===== config.mk =====
export PLATFORM = sky130hd
export DESIGN_NAME = lbem_mul
export DESIGN_NICKNAME = d
export VERILOG_FILES = /design/src/rtl/lbem_mul.sv
export SDC_FILE = /design/constraint.sdc
export NUM_CORES = 2
export LEC_CHECK = 0
export BUFFER_PORTS_ARGS = -buffer_cell sky130_fd_sc_hd__buf_2
export CAP_MARGIN = 30
export CORE_MARGIN = 2
export CORE_UTILIZATION = 24
export DETAILED_ROUTE_END_ITERATION = 8
export MAX_ROUTING_LAYER = met4
export SETUP_SLACK_MARGIN = 0.05
export SLEW_MARGIN = 20
export SYNTH_ARGS = -nofsm -noshare
export SYNTH_HDL_FRONTEND = slang
export SYNTH_SLANG_ARGS = --single-unit

===== constraint.sdc =====
create_clock -name clk -period 10.5 [get_ports clk]
set_input_delay 3.15 -clock clk [delete_from_list [all_inputs] [get_ports clk]]
set_output_delay 3.15 -clock clk [all_outputs]
set_load 0.02 [all_outputs]

===== src/rtl/lbem_mul.sv =====
// two-stage signed multiplier with floor shift, split into two partial products
module lbem_mul #(
  parameter int WA = 32,
  parameter int WB = 32,
  parameter int SH = 0,
  parameter int WR = 64
) (
  input  logic                 clk,
  input  logic signed [WA-1:0] a,
  input  logic signed [WB-1:0] b,
  output logic signed [WR-1:0] p
);
  localparam int LO = WA / 2;
  localparam int HI = WA - LO;
  localparam int FW = WA + WB + 1;

  logic signed [LO+WB:0]   pl;
  logic signed [HI+WB-1:0] ph;
  logic signed [FW-1:0]    full;
  logic signed [FW-1:0]    shd;

  always_ff @(posedge clk) begin
    pl <= $signed({1'b0, a[LO-1:0]}) * b;
    ph <= $signed(a[WA-1:LO]) * b;
  end

  assign full = (FW'(ph) <<< LO) + FW'(pl);
  // arithmetic shift rounds toward minus infinity
  assign shd  = full >>> SH;

  always_ff @(posedge clk) begin
    p <= shd[WR-1:0];
  end
endmodule


# Yosys cells after proc, flatten, opt, wreduce, memory -nomap -nowiden
# Index checks and enable logic that the tools add are counted.
dict set report word_totals {
  register_bits 161
  latchBits 0
  inputBits 65
  ramBits 0
  mem_bits_ro 0
  memories 0
}
dict set report op_classes {
  order_cmp 0
  mul 2
  bitwise_logic 0
  reduce_logical 0
  n_addsub 1
  n_shift 0
  div_mod_pow 0
  n_eq_ne 0
  n_mux 0
}
# op count
set ops {}
lappend ops {{64-bit by 49-bit adder with 64-bit output} 1}
lappend ops {{17-bit by 32-bit multiplier with 49-bit output} 1}
lappend ops {{16-bit by 32-bit multiplier with 48-bit output} 1}

# Logic depth before layout (Yosys ltp)
dict set report logic_depth {
  ltp_word 1
  depth_mapped 25
  mapped_depth_nobuf 24
}

# Worst setup path after synthesis
# Ideal clock, no wire load.
dict set report synth_timing {
  kind {in2reg}
  startpoint {in b[7]}
  endpoint {reg ph[45]}
  path_buffers 1
  setup_time_ns 0.072
  path_slack_ns 1.592
  path_stages 24
  t_arrival_ns 8.835
  required_time_ns 10.428
  cell_sequence {clkbuf_1 nand2_1 fa_1 inv_1 fa_1 inv_1 fa_1 inv_1 fa_1 fa_1 inv_1 fa_1 inv_1 ha_1 a211oi_1 nor2_1 a311oi_1 o2111ai_1 o21ai_1 o311ai_1 a21o_1 a21o_1 a41oi_1 xnor2_1}
}
dict set report synth_via {
  elab_chain_len 1
}
# element line
set synth_lines {}
lappend synth_lines {{start: declaration} 10} ;# input logic signed [WB-1:0] b,
lappend synth_lines {{16-bit by 32-bit multiplier with 48-bit output} 24} ;# ph <= $signed(a[WA-1:LO]) * b;
lappend synth_lines {{end signal: assignment} 24}
lappend synth_lines {{end: declaration} 18} ;# logic signed [HI+WB-1:0] ph;
# No other way between the ends.

# Worst setup path after layout
dict set report layout_timing {
  startpoint {in b[15]}
  endpoint {reg ph[47]}
}
# The elaborated chain is that of the path after synthesis.

==> impl_metrics.py <==
metrics = {
    "timing": {
        "min_period_over_period_pct": 94.2,
        "fin_skew_ps": 11.7,
        "drv_slew": 0,
        "setup_viol": 0,
        "finalHoldViolCount": 0,
        "final.setup.worst_slack_ps": 609,
        "tightest_slew_ps": 868,
        "whs_ps": 325,
        "fmaxAchievable_ghz": 0.101,
        "min_period_ps": 9890,
        "rsz0062_at_grt": "false",
        "fin_tns_setup_ps": 0,
        "slew_headroom_pct": 42.1,
    },
    "floorplanning": {
        "die-height_um": 420,
        "die_area_um2": 176000,
        "initial_core_util_pct": 24.2,
        "pin_count": 129,
        "rows": 152,
        "fp.coreArea_um2": 172000,
        "die_w_um": 420,
    },
    "global_route": {
        "grt_pass1_vias": 33200,
        "grt-ovfl-total": 0,
        "grt_max_degree": 33,
        "grt_first_pass_wirelength_mm": 184,
        "grt_antenna_before_repair": 17,
        "track_usage_pct": 13.8,
    },
    "setup_path": {
        "r2r_cells": 10,
        "worst_path_max_delay_cell": "o311ai_0",
        "path_class": "input pin to flop",
        "cp.arrival_ps": 10260,
        "critPathLaunchType": "input pin",
        "cpPeakStageDelay_ps": 630,
        "end_kind": "flop",
        "cp.depth": 23,
        "crit_family": "adder cells",
        "cp_max_fo": 22,
        "path_buf_inv": 6,
        "cp_common_cell": "fa_1",
        "cp_data_required_time_ps": 10870,
        "crit_chain": "buf_2, buf_4, nand2_1, fa_1, inv_1, fa_1, fa_1, fa_1, fa_1, inv_1, fa_1, inv_1, ha_1, and3_1, nand2_1, a211oi_1, o21ai_1, buf_4, o311ai_0, nand2_1, o21ai_0, a21o_1, xnor2_1",
    },
    "clock_network": {
        "post_cts_buffers": 0,
        "clockBufferDepth": 2,
        "cts-root-buf": "clkbuf_16",
        "htree_num_levels": 4,
        "path_clk_slew_ps": 80,
        "clock_sinks": 161,
        "tritoncts": "built",
        "clk_latency_ps": 480,
        "post_cts_resized": 0,
        "cts_made_buffers": 17,
        "postCtsHoldBufs": 0,
    },
    "place": {
        "placed_cell_area_um2": 44800,
        "dp_hpwl_mm": 92.8,
        "dp_slack_ps": 289,
        "portBuffers": 128,
        "globalplace.congestion": 0.873,
    },
    "cells_and_area": {
        "finalNetCount": 5937,
        "fill_cells": 18500,
        "mostFrequentLayoutCell": "inv_1",
        "final_cell_mix": "inv_1, fa_1, nand2_1",
        "drive_gt1_share_pct": 5.70,
        "final_cell_area_um2": 45400,
        "area_growth_pct": 9.34,
    },
    "routing": {
        "wl_per_cell_um": 16.1,
        "vias": 30000,
        "via_per_inst": 4.32,
        "wirelength_mm": 112,
        "firstDrtPassIters": 5,
        "drc": 0,
        "drt_iter0_drc": 1626,
        "antenna_left": 0,
    },
    "flow_run": {
        "cap_violations": 0,
    },
    "synthesis": {
        "synth_seq_cells": 161,
        "synthesis.area_um2": 41500,
        "synthArstFlopShare_pct": 0,
        "yosysTopAreaCellShare_pct": 47.1,
        "ys_types": 75,
        "synth_area_leaders": "fa_1, inv_1, ha_1",
        "synth_edf_count": 0,
        "ys_seq_area_share_pct": 7.77,
        "yosys.area.top_type": "fa_1",
        "synthFlopType": "dfxtp_1",
        "syn_nets": 5931,
        "ys_warn_count": 0,
        "syn_avg_cell_area_um2": 9.00,
        "syn_inst": 4612,
    },
    "hold_path": {
        "hold_depth": 0,
        "hp-class": "flop to flop",
    },
    "outcome": {
        "status": "completed",
    },
}
[path summary, 6_finish.rpt]
kind | to | start | slack, ps
setup reg to reg | p[58] | pl[21] | 6660
hold / removal | p[0] | pl[0] | 330
hold reg to reg | p[0] | pl[0] | 330
setup / recovery | ph[47] | b[15] | 610
[area by class of cell]
type | count | area (um^2) | share of cell area [%]
Antenna cell | 8 | 20.0 | 0.0441
Clock buffer | 17 | 425 | 0.937
Clock inverter | 15 | 166 | 0.367
Inverter | 1134 | 4260 | 9.38
Multi-Input combinational cell | 3108 | 33200 | 73.2
Sequential cell | 161 | 3220 | 7.10
Tap cell | 2310 | 2890 | 6.37
Timing Repair Buffer | 196 | 1160 | 2.56
[per-layer routing]
| metal | track usage [%] | wire length [um] | vias up |
|---|---|---|---|
| met5 | - | 0 | - |
| met1 | 16.2 | 44800 | 15600 |
| li1 | - | - | 13500 |
| met3 | 1.42 | 4500 | 182 |
| met4 | 4.91 | 4490 | 0 |
| met2 | 24.5 | 58000 | 696 |
[synth_stat cells (2+ instances only)]
cell / instances
a21oi_1: 126
or2_2: 6
o21ai_1: 5
o21ai_0: 52
a22oi_1: 2
or3_1: 5
and3_2: 2
ha_1: 278
a21o_1: 82
and2_1: 411
a211oi_1: 12
buf_1: 4
and4_1: 4
and3_1: 17
a221oi_1: 8
xnor2_1: 94
a41oi_1: 2
nand3_1: 27
o31ai_1: 4
a211oi_2: 4
nor2_1: 94
o21ai_2: 2
fa_1: 976
o2111ai_1: 2
a21boi_0: 3
o211ai_1: 9
o22ai_1: 2
dfxtp_1: 161
nand4_1: 10
a311oi_1: 2
or4_1: 3
nor2b_1: 16
nor3_1: 31
clkbuf_1: 204
a31oi_1: 11
o21bai_1: 23
a21boi_1: 2
nand2b_1: 22
xor2_1: 42
o21a_1: 20
inv_1: 1133
a211o_1: 2
a31o_2: 6
nand2_1: 660
[worst register-to-register path, stage by stage, from the launching register on]
cell and delay (ps):
dfxtp_1 320, ha_1 350, o21ai_0 630, a21oi_1 310, o21ai_1 470, a211oi_2 170, o311ai_2 430, a31oi_4 180
a211oi_4 410, o21ai_1 150, xnor2_1 300
[through the flow]
stage	instances	utilization, %
final	6949	26.4
after global routing	6947	26.4
after CTS	6941	26.4
after detailed placement	6909	26.1
after global placement	6909	26.1
after floorplan	4612	-
[state kept, by name, indices dropped and copies added (netlist names)]
signal / flops
p: 64
pl: 49
ph: 48
[cells by family after synthesis]
| family | Yosys count | share of synthesized area [%] |
|---|---|---|
| AND/OR/NAND/NOR | 1313 | 15.1 |
| buffers and inverters | 1343 | 12.2 |
| multiplexers | 1 | 0.0241 |
| adder cells (fa/ha/maj) | 1254 | 55.5 |
| XOR/XNOR | 136 | 2.87 |
| AO/OA/AOI/OAI | 404 | 6.59 |
| flip-flops | 161 | 7.77 |
Power is left out: the tool's default activity adds up to more than one toggle a clock period on the data nets, which glitch-free logic cannot reach.
